===== src/rtl/core/dtq_pkg.sv =====
// shared types and constants for the drop-tail timestamp queue
package dtq_pkg;

    localparam int DEPTH_DEFAULT = 64;
    localparam int CAP_W         = 7;
    localparam int STAMP_W       = 32;
    localparam int TOTAL_W       = 32;
    localparam int OCC_W         = 7;
    localparam int STATUS_W      = 2;

    // status codes
    localparam logic [STATUS_W-1:0] ST_EMPTY = 2'd0;
    localparam logic [STATUS_W-1:0] ST_AVAIL = 2'd1;
    localparam logic [STATUS_W-1:0] ST_DROP  = 2'd2;

    typedef enum logic
    {
        OP_RECEIVE = 1'b0,
        OP_CONSUME = 1'b1
    } op_t;

    // per-cell controls
    typedef struct packed
    {
        logic shift;
        logic write;
    } cell_ctl_t;

    typedef struct packed
    {
        logic [TOTAL_W-1:0]  consumed_total;
        logic [TOTAL_W-1:0]  received_total;
        logic [TOTAL_W-1:0]  dropped_total;
        logic                latency_valid;
        logic [STAMP_W-1:0]  latency;
        logic [OCC_W-1:0]    occupancy;
        logic [STATUS_W-1:0] status;
    } result_t;

endpackage


===== src/rtl/core/dtq_cell.sv =====
// one storage cell of the timestamp chain
module dtq_cell
(
    input  logic                        clk,
    input  dtq_pkg::cell_ctl_t          ctl,
    input  logic [dtq_pkg::STAMP_W-1:0] stamp_in,
    input  logic [dtq_pkg::STAMP_W-1:0] neighbor,
    output logic [dtq_pkg::STAMP_W-1:0] stamp
);
    import dtq_pkg::*;

    logic [STAMP_W-1:0] stamp_reg;
    logic [STAMP_W-1:0] stamp_next;

    // shift toward the head on consume, load at the tail on receive
    always_comb
    begin
        stamp_next = stamp_reg;
        if (ctl.shift)
        begin
            stamp_next = neighbor;
        end
        else if (ctl.write)
        begin
            stamp_next = stamp_in;
        end
    end

    always_ff @(posedge clk)
    begin
        stamp_reg <= stamp_next;
    end

    assign stamp = stamp_reg;

endmodule


===== src/rtl/core/dtq_ctrl.sv =====
// occupancy, capacity, saturating counters and result assembly
module dtq_ctrl
#(
    parameter int DEPTH = dtq_pkg::DEPTH_DEFAULT,
    parameter int CNT_W = $clog2(DEPTH + 1)
)
(
    input  logic                        clk,
    input  logic                        rst_n,
    input  logic                        accept,
    input  dtq_pkg::op_t                op,
    input  logic [dtq_pkg::STAMP_W-1:0] time_now,
    input  logic [dtq_pkg::STAMP_W-1:0] head_stamp,
    input  logic                        cfg_we,
    input  logic [dtq_pkg::CAP_W-1:0]   cfg_data,
    output logic                        cell_shift,
    output logic                        cell_write,
    output logic [CNT_W-1:0]            count,
    output dtq_pkg::result_t            res
);
    import dtq_pkg::*;

    localparam int CMP_W   = (CNT_W > CAP_W) ? CNT_W : CAP_W;
    localparam int CAP_MAX = (1 << CAP_W) - 1;
    localparam int CAP_RST = (DEPTH > CAP_MAX) ? CAP_MAX : DEPTH;

    logic [CNT_W-1:0]   count_reg,    count_next;
    logic [CAP_W-1:0]   cap_reg,      cap_next;
    logic [TOTAL_W-1:0] drop_reg,     drop_next;
    logic [TOTAL_W-1:0] recv_reg,     recv_next;
    logic [TOTAL_W-1:0] cons_reg,     cons_next;
    logic [CMP_W-1:0]   cap_eff;
    logic               full;
    logic               nonempty;

    // zero acts as one, anything past the cell count acts as the cell count
    always_comb
    begin
        if (cap_reg == '0)
        begin
            cap_eff = CMP_W'(1);
        end
        else if (CMP_W'(cap_reg) > CMP_W'(DEPTH))
        begin
            cap_eff = CMP_W'(DEPTH);
        end
        else
        begin
            cap_eff = CMP_W'(cap_reg);
        end
    end

    assign full     = (CMP_W'(count_reg) >= cap_eff);
    assign nonempty = (count_reg != '0);

    always_comb
    begin
        count_next = count_reg;
        drop_next  = drop_reg;
        recv_next  = recv_reg;
        cons_next  = cons_reg;
        cell_shift = 1'b0;
        cell_write = 1'b0;
        res        = '0;

        unique case (op)
            OP_RECEIVE:
            begin
                if (full)
                begin
                    drop_next  = (drop_reg == '1) ? drop_reg : drop_reg + TOTAL_W'(1);
                    res.status = ST_DROP;
                end
                else
                begin
                    cell_write = accept;
                    count_next = count_reg + CNT_W'(1);
                    recv_next  = (recv_reg == '1) ? recv_reg : recv_reg + TOTAL_W'(1);
                    res.status = nonempty ? ST_AVAIL : ST_EMPTY;
                end
            end
            OP_CONSUME:
            begin
                if (nonempty)
                begin
                    cell_shift        = accept;
                    count_next        = count_reg - CNT_W'(1);
                    cons_next         = (cons_reg == '1) ? cons_reg : cons_reg + TOTAL_W'(1);
                    res.latency       = time_now - head_stamp;
                    res.latency_valid = 1'b1;
                end
                res.status = (count_next != '0) ? ST_AVAIL : ST_EMPTY;
            end
            default:
            begin
                res.status = ST_EMPTY;
            end
        endcase

        res.occupancy      = OCC_W'(count_next);
        res.dropped_total  = drop_next;
        res.received_total = recv_next;
        res.consumed_total = cons_next;
    end

    assign cap_next = cfg_we ? cfg_data : cap_reg;

    always_ff @(posedge clk or negedge rst_n)
    begin
        if (!rst_n)
        begin
            count_reg <= '0;
            cap_reg   <= CAP_W'(CAP_RST);
            drop_reg  <= '0;
            recv_reg  <= '0;
            cons_reg  <= '0;
        end
        else
        begin
            cap_reg <= cap_next;
            if (accept)
            begin
                count_reg <= count_next;
                drop_reg  <= drop_next;
                recv_reg  <= recv_next;
                cons_reg  <= cons_next;
            end
        end
    end

    assign count = count_reg;

endmodule


===== src/rtl/core/drop_tail_timestamp_queue_unit.sv =====
// top level of the drop-tail timestamp queue: cell chain, control and output register
//
// A bounded drop-tail queue of packet arrival times. Each input word is either a
// receive (s_tuser = 0), which stores time_now at the tail, or a consume (s_tuser = 1),
// which removes the head and reports time_now minus its arrival time, modulo 2^32.
// A receive into a queue holding at least the capacity is dropped and counted.
// Storage is a chain of DEPTH cells with the head always in the first cell: a receive
// loads the cell at the current occupancy, a consume moves every cell one place toward
// the head together. One input word is taken per cycle and its result appears on the
// master side in the next cycle, held in an output register. s_tready is low only while
// that register holds a result that m_tready has not yet taken, so the sustained rate
// is one word per cycle under no backpressure. Capacity is written on the cfg channel
// (always ready, 0 acts as 1, values above DEPTH act as DEPTH) and resets to DEPTH,
// capped at 127; write it only while no word is in flight. Counters saturate at 2^32-1.
module drop_tail_timestamp_queue_unit
#(
    parameter int DEPTH = dtq_pkg::DEPTH_DEFAULT
)
(
    input  logic                      clk,
    input  logic                      rst_n,
    // slave side
    input  logic                      s_tvalid,
    output logic                      s_tready,
    input  logic [31:0]               s_tdata,   // time_now[31:0]
    input  logic                      s_tuser,   // operation
    // master side
    output logic                      m_tvalid,
    input  logic                      m_tready,
    output logic [143:0]              m_tdata,   // status[1:0], occupancy[8:2],
                                                 // latency[40:9], dropped_total[72:41],
                                                 // received_total[104:73],
                                                 // consumed_total[136:105], zero pad
    output logic                      m_tuser,   // latency_valid
    // capacity write channel
    input  logic                      cfg_valid,
    output logic                      cfg_ready,
    input  logic [dtq_pkg::CAP_W-1:0] cfg_data
);
    import dtq_pkg::*;

    localparam int CNT_W  = $clog2(DEPTH + 1);
    localparam int RES_W  = $bits(result_t);
    localparam int TDATA_W = 144;

    logic               accept;
    logic               cell_shift;
    logic               cell_write;
    logic [CNT_W-1:0]   count;
    result_t            res;
    result_t            res_reg;
    logic               out_valid_reg, out_valid_next;
    logic [STAMP_W-1:0] stamps [DEPTH];

    // input taken whenever the output register is free or being drained
    assign s_tready  = !out_valid_reg || m_tready;
    assign accept    = s_tvalid && s_tready;
    assign cfg_ready = 1'b1;

    dtq_ctrl
    #(
        .DEPTH (DEPTH),
        .CNT_W (CNT_W)
    )
    u_ctrl
    (
        .clk        (clk),
        .rst_n      (rst_n),
        .accept     (accept),
        .op         (op_t'(s_tuser)),
        .time_now   (s_tdata),
        .head_stamp (stamps[0]),
        .cfg_we     (cfg_valid),
        .cfg_data   (cfg_data),
        .cell_shift (cell_shift),
        .cell_write (cell_write),
        .count      (count),
        .res        (res)
    );

    // cell chain, head in cell 0, each cell pulls from the next on a consume
    for (genvar i = 0; i < DEPTH; i++)
    begin : g_cell
        cell_ctl_t          ctl;
        logic [STAMP_W-1:0] neighbor;

        assign ctl.shift = cell_shift;
        assign ctl.write = cell_write && (count == CNT_W'(i));

        if (i == DEPTH - 1)
        begin : g_last
            assign neighbor = '0;
        end
        else
        begin : g_mid
            assign neighbor = stamps[i+1];
        end

        dtq_cell u_cell
        (
            .clk      (clk),
            .ctl      (ctl),
            .stamp_in (s_tdata),
            .neighbor (neighbor),
            .stamp    (stamps[i])
        );
    end

    // output register
    always_comb
    begin
        if (accept)
        begin
            out_valid_next = 1'b1;
        end
        else if (m_tready)
        begin
            out_valid_next = 1'b0;
        end
        else
        begin
            out_valid_next = out_valid_reg;
        end
    end

    always_ff @(posedge clk or negedge rst_n)
    begin
        if (!rst_n)
        begin
            out_valid_reg <= 1'b0;
        end
        else
        begin
            out_valid_reg <= out_valid_next;
        end
    end

    always_ff @(posedge clk)
    begin
        if (accept)
        begin
            res_reg <= res;
        end
    end

    assign m_tvalid = out_valid_reg;
    assign m_tuser  = res_reg.latency_valid;
    assign m_tdata  = TDATA_W'({res_reg.consumed_total,
                                res_reg.received_total,
                                res_reg.dropped_total,
                                res_reg.latency,
                                res_reg.occupancy,
                                res_reg.status});

    // RES_W counts the latency_valid bit, which travels on m_tuser instead
    if (RES_W - 1 > TDATA_W)
    begin : g_width_error
        $error("result does not fit m_tdata");
    end

endmodule


===== config.mk =====
export PLATFORM = sky130hd
export DESIGN_NAME = drop_tail_timestamp_queue_unit
export DESIGN_NICKNAME = d
export VERILOG_FILES = /design/src/rtl/core/dtq_pkg.sv /design/src/rtl/core/dtq_cell.sv /design/src/rtl/core/dtq_ctrl.sv /design/src/rtl/core/drop_tail_timestamp_queue_unit.sv
export SDC_FILE = /design/constraint.sdc
export NUM_CORES = 2
export LEC_CHECK = 0
export BUFFER_PORTS_ARGS = -buffer_cell sky130_fd_sc_hd__buf_4
export CAP_MARGIN = 5
export CORE_MARGIN = 2
export CORE_UTILIZATION = 50
export DETAILED_ROUTE_END_ITERATION = 10
export GPL_TIMING_DRIVEN = 0
export PLACE_DENSITY_LB_ADDON = 0.12
export SLEW_MARGIN = 40
export SYNTH_ARGS = -nofsm -noshare
export SYNTH_HDL_FRONTEND = slang
export SYNTH_SLANG_ARGS = --single-unit

===== constraint.sdc =====
create_clock -name clk -period 14.3 [get_ports clk]
set_input_delay 2.145 -clock clk [delete_from_list [all_inputs] [get_ports clk]]
set_output_delay 2.145 -clock clk [all_outputs]
set_load 0.01 [all_outputs]

Word-level counts from Yosys, hierarchy flattened
Cells that the tools add are included.

operators by class
  eq/ne operators = 66
  add/sub/neg operators = 6
  order comparisons = 2
  muxes and demuxes = 152
  bitwise gates (word level) = 1
  reductions and logical operators = 136

operator list
  kind                   count
  $mux 32                135
  $eq 7x6->1 const B     32
  $reduce_bool 2->1      64
  $eq 7x5->1 const B     16
  $add 32x1->32 const B  3
  $eq 32x32->1 const B   3
  $logic_and 1x1->1      65
  $eq 7x4->1 const B     8
  $mux 7                 5
  $mux 33                1
  $sub 32x32->32         1
  $eq 7x3->1 const B     4
  $eq 7x2->1 const B     2
  $logic_not 7->1        2
  $pmux 7 s2             1
  $reduce_bool 7->1      2
  $mux 1                 8
  $add 7x1->7 const B    1
  $eq 7x1->1 const B     1
  $ge 7x7->1             1
  $gt 7x7->1 const B     1
  $sub 7x1->7 const B    1
  $pmux 2 s2             1
  $mux 2                 1
  other kinds (4)        4

word-level totals
  bits of input ports = 45
  register bits = 2297
  output and inout port bits = 148
  word-level logic and storage cells = 440

Logic depth before layout (Yosys ltp)
  depth in word-level cells = 9
  depth in mapped cells = 13
  depth with buffers taken out = 11

By module
From an unflattened synthesis, not the netlist that was laid out.

second synthesis, totals
  cell total of the unflattened synthesis = 5781
  area total of the unflattened synthesis = 110718.7 µm²

modules (own cells, without submodules)
  module                          times used  area each (µm²)  sequential area each (µm²)  cells each
  dtq_cell                        64          1507.7           960.9                       69
  dtq_ctrl                        1           9342.7           2753.9                      1109
  drop_tail_timestamp_queue_unit  1           4883.4           4169.0                      256

Worst setup path after synthesis
Ideal clock, no wire load.

  kind = in2reg
  from = input m_tready
  to = register u_ctrl.count_reg[0] (netlist: u_ctrl.count[0])
  stages = 6
  path buffers = 1
  setup time = 0.104 ns
  setup slack = 6.662 ns
  required time = 14.196 ns
  arrival = 7.534 ns
  path through = nand2b_1 nand2_2 clkinv_1 clkbuf_1 o21ai_0 xnor2_1

on the way
  longest elaborated chain between the ends = 2

RTL lines
  element               line                                  text
  start, declared       drop_tail_timestamp_queue_unit.sv:29  input logic m_tready,
  $logic_or 1x1->1      drop_tail_timestamp_queue_unit.sv:56  assign s_tready = !out_valid_reg || m_tready;
  $logic_and 1x1->1     drop_tail_timestamp_queue_unit.sv:57  assign accept = s_tvalid && s_tready;
  via accept            drop_tail_timestamp_queue_unit.sv:46  logic accept;
  end signal, assigned  dtq_ctrl.sv:123                       count_reg <= count_next;
  end, declared         dtq_ctrl.sv:27                        logic [CNT_W-1:0] count_reg, count_next;

The timed path passes the listed nets, and every way through them passes these cells.
A chain may end at the register's enable or synchronous reset.

Worst setup path after layout
  from = register u_ctrl.cap_reg[1]
  to = register g_cell[41].u_cell.stamp_reg[6] (enable)

on the way
  longest elaborated chain between the ends = 8
  elaborated cells between the ends (all ways) = 9
  classes of those cells = order compare (2); mux (4); reduce/logical (3)

RTL lines
  element                        line                                  text
  start, declared                dtq_ctrl.sv:28                        logic [CAP_W-1:0] cap_reg, cap_next;
  start signal, assigned         dtq_ctrl.sv:113                       cap_reg <= CAP_W'(CAP_RST);
  start signal, assigned         dtq_ctrl.sv:120                       cap_reg <= cap_next;
  $gt 7x7->1                     dtq_ctrl.sv:43                        else if (CMP_W'(cap_reg) > CMP_W'(DEPTH))
  $mux 7                         dtq_ctrl.sv:43
  $mux 7 *                       dtq_ctrl.sv:39                        if (cap_reg == '0)
  $ge 7x7->1 *                   dtq_ctrl.sv:53                        assign full = (CMP_W'(count_reg) >= cap_eff);
  $mux 1 *                       dtq_ctrl.sv:69                        if (full)
  $mux 1 *                       dtq_ctrl.sv:66                        unique case (op)
  $logic_and 1x1->1 *            drop_tail_timestamp_queue_unit.sv:88  assign ctl.write = cell_write && (count == CNT_W'(i));
  $reduce_bool 2->1 (no line) *  --
  end signal, assigned           dtq_cell.sv:31                        stamp_reg <= stamp_next;
  end, declared                  dtq_cell.sv:12                        logic [STAMP_W-1:0] stamp_reg;

Every way passes the cells marked *; elsewhere a longest branch is shown, timed or not.

==> impl_metrics.csv <==
group,metric,value,unit
outcome,outcome,"finished, final reports clean",
clock_network,post-cts-setup-buffer-count,0,
global_routing,busiest_layer,"met2",
floorplan,core-area,0.183,mm²
critical_path,worstPathMaxFanout,16,
detailed_routing,postRouteWirelength,228000,µm
sta,worst-slew-pin-transition,890,ps
detailed_routing,avgRoutedWirePerCell,20.3,µm
clock_network,cts_resized,0,
clock_network,clk_pin_slew,60,ps
clock_network,htree_levels,4,
synth,synth.distinct_cells,78,
critical_path,start_kind,"flip-flop",
floorplan,initial_core_util,0.505,
sta,maxSlewViolCount,0,
floorplan,core.rowCount,157,
sta,fmax,205,MHz
clock_network,cts_tree,"done",
sta,min_period,4890,ps
sta,fin_setup_tns,0,ps
synth,ys_seq_area_frac,0.735,
floorplan,die_area,0.189,mm²
floorplan,fp.dieW,434,µm
sta,setup_viol,0,
clock_network,ctsHoldBuffers,0,
synth,synth-edff-count,2154,
synth,netlist_area,0.0926,mm²
clock_network,worstSkewPairLatency,860,ps
critical_path,critPathArrivalTime,5410,ps
detailed_routing,drtAntennaViolNets,0,
critical_path,critPathCaptureType,"flip-flop",
critical_path,crit_required,14820,ps
power,power_leakage,41.7,nW
clock_network,cts.sinks,2297,
power,ir_drop,107,µV
clock_network,cts-root-buf,"clkbuf_16",
detailed_routing,drtIter0Drc,5602,
sta,finalHoldViolations,0,
global_routing,grt_use_met1,0.337,
detailed_routing,via_per_inst,5.25,
power,power.density,143,mW/mm²
floorplan,top_level_ports,193,
sta,timing.hold.ws,459,ps
synth,synth-async-reset-ratio,0.0483,
synth,syn_area_per_cell,11.5,µm²
sta,min_period_over_period,0.342,
placement,port-buffer-count,183,
sta,rsz0062_at_grt,"no",
final_layout,drive_above_1_share,0.109,
clock_network,cts_max_path_buffers,3,
detailed_routing,via_count,58964,
sta,clock_skew,43.1,ps
synth,yosysWarnings,0,
synth,syn_inst,8018,
final_layout,area_growth,15.2,%
final_layout,final_nets,8631,
hold_path,hp-class,"reg2reg",
synth,synth_seq_cells,2297,
global_routing,use_met3,0.0434,
detailed_routing,drc,0,
global_routing,antenna_found_initial,14,
global_routing,grt_max_degree,64,
sta,slew_headroom,0.405,
global_routing,grt_usage,0.242,
global_routing,first_global_vias,58009,
global_routing,grt_pass1_wl,348000,µm
global_routing,grtUsageMet2,0.394,
synth,synthTopCellsByArea,"edfxtp_1 (70%), nand2_1 (17%), dfrtp_1 (3.0%)",
floorplan,die_y,434,µm
synth,synth-main-ff-cell,"edfxtp_1",
placement,dpl.hpwl,160000,µm
placement,gp_congestion,0.884,
detailed_routing,drtPass1Iterations,6,
final_layout,final-instance-count-excl-fill,11222,
critical_path,path_class,"reg2reg",
synth,synth_top_cell_by_area,"edfxtp_1",
placement,post-place-cells,10769,
run,maxCapViolCount,0,
global_routing,overflow,0,
clock_network,numCtsBuffers,232,
synth,synth_top_area_frac,0.699,
final_layout,largest_reg_flops,2048,
critical_path,reg2reg_setup_slack,9410,ps
power,p_total,15.3,mW
-- area by class of cell --
cell class                 count  area [µm²]
antenna                       25        62.6
clock inverter               116         838
sequential                  2297       68100
multi-input combinational   5179       23000
buffer                       496        2220
clock buffer                 312        6280
tap                         2464        3080
inverter                      52         195
timing repair buffer         281        2930
fill                       15238       76800
-- through the flow --
| stage | setup slack, ps | area [µm²] | util |
|---|---|---|---|
| 2_1_floorplan | 6660 | 92600 | - |
| 3_3_place_gp | 4340 | 97100 | 0.529 |
| 3_5_place_dp | 8610 | 99500 | 0.542 |
| 4_1_cts | 9420 | 107000 | 0.581 |
| 5_1_grt | 9350 | 107000 | 0.581 |
| 6_report | 9410 | 107000 | 0.581 |
-- final timing paths --
kind	from	end	depth (start not counted)
max	u_ctrl.cap_reg[1]	g_cell[41].u_cell.stamp[6]	13
min	g_cell[63].u_cell.stamp[6]	g_cell[63].u_cell.stamp[6]	2
max reg2reg	u_ctrl.cap_reg[1]	g_cell[41].u_cell.stamp[6]	13
min reg2reg	g_cell[63].u_cell.stamp[6]	g_cell[63].u_cell.stamp[6]	2
max in group asynchronous	rst_n	u_ctrl.cons_reg[0]	2
min in group asynchronous	rst_n	m_tvalid	1
-- routing by layer --
metal  wire (µm)  share of wire
met5           0              0
met4        6040          0.027
met3       14200          0.062
met2      109000           0.48
met1       98800           0.43
-- logic make-up (layout without fill, tap and decap cells) --
| family | Yosys count | count (layout) | share of synthesized area |
|---|---|---|---|
| XOR/XNOR | 211 | 211 | 0.0200 |
| buffers and inverters | 548 | 1257 | 0.0259 |
| other | 2 | 33 | 0.0000811 |
| flip-flops | 2297 | 2297 | 0.735 |
| adder cells (fa/ha/maj) | 47 | 47 | 0.00643 |
| AND/OR/NAND/NOR | 4659 | 4659 | 0.195 |
| multiplexers | 11 | 11 | 0.00130 |
| AO/OA/AOI/OAI | 243 | 243 | 0.0155 |
-- worst max-delay path: stages, from the launching register on --
cell       delay, ps
dfrtp_1          410
nor3_1           240
a21oi_1          110
nor2_1           150
ha_1             260
nor2b_1          140
o21ai_2          100
a2111oi_4        630
nand2_1          510
or3_1            710
clkbuf_2         430
o21ai_4          380
buf_8            230
buf_8            200
-- Yosys cell counts (9+ instances only) --
library cell and instances:
and3_1 34, and4_1 10, buf_4 9, xnor2_1 155, nor3_1 26, nor2_1 108, o21ai_0 98, edfxtp_1 2154
clkbuf_1 257, nand2_1 4314, dfxtp_1 32, a211oi_1 10, xor2_1 56, a21oi_1 74, a21o_1 9, ha_1 46
inv_1 51, nand3_1 49, dfrtp_1 110, nand4_1 51, buf_2 223
-- where the power goes --
group	switching [mW]	internal (mW)	total, mW
combinational	1.11	0.433	1.54
clock	2.54	3.19	5.73
sequential	0.146	7.88	8.02
total	3.80	11.5	15.3
-- cell usage in the layout (no fill, tap or decap), drive strengths merged, types with 9 or more instances in the layout --
cell type	count
and3	35
a211oi	11
nand2	4316
nand4	52
ha	46
buf	519
a21o	9
a21oi	74
inv	58
dfrtp	110
xor2	56
nor2	111
diode	25
and4	12
nor3	28
clkinv	100
edfxtp	2154
or3	9
clkbuf	570
xnor2	155
dfxtp	32
o21ai	100
nand3	49
Power figures use the tool's default switching activity.
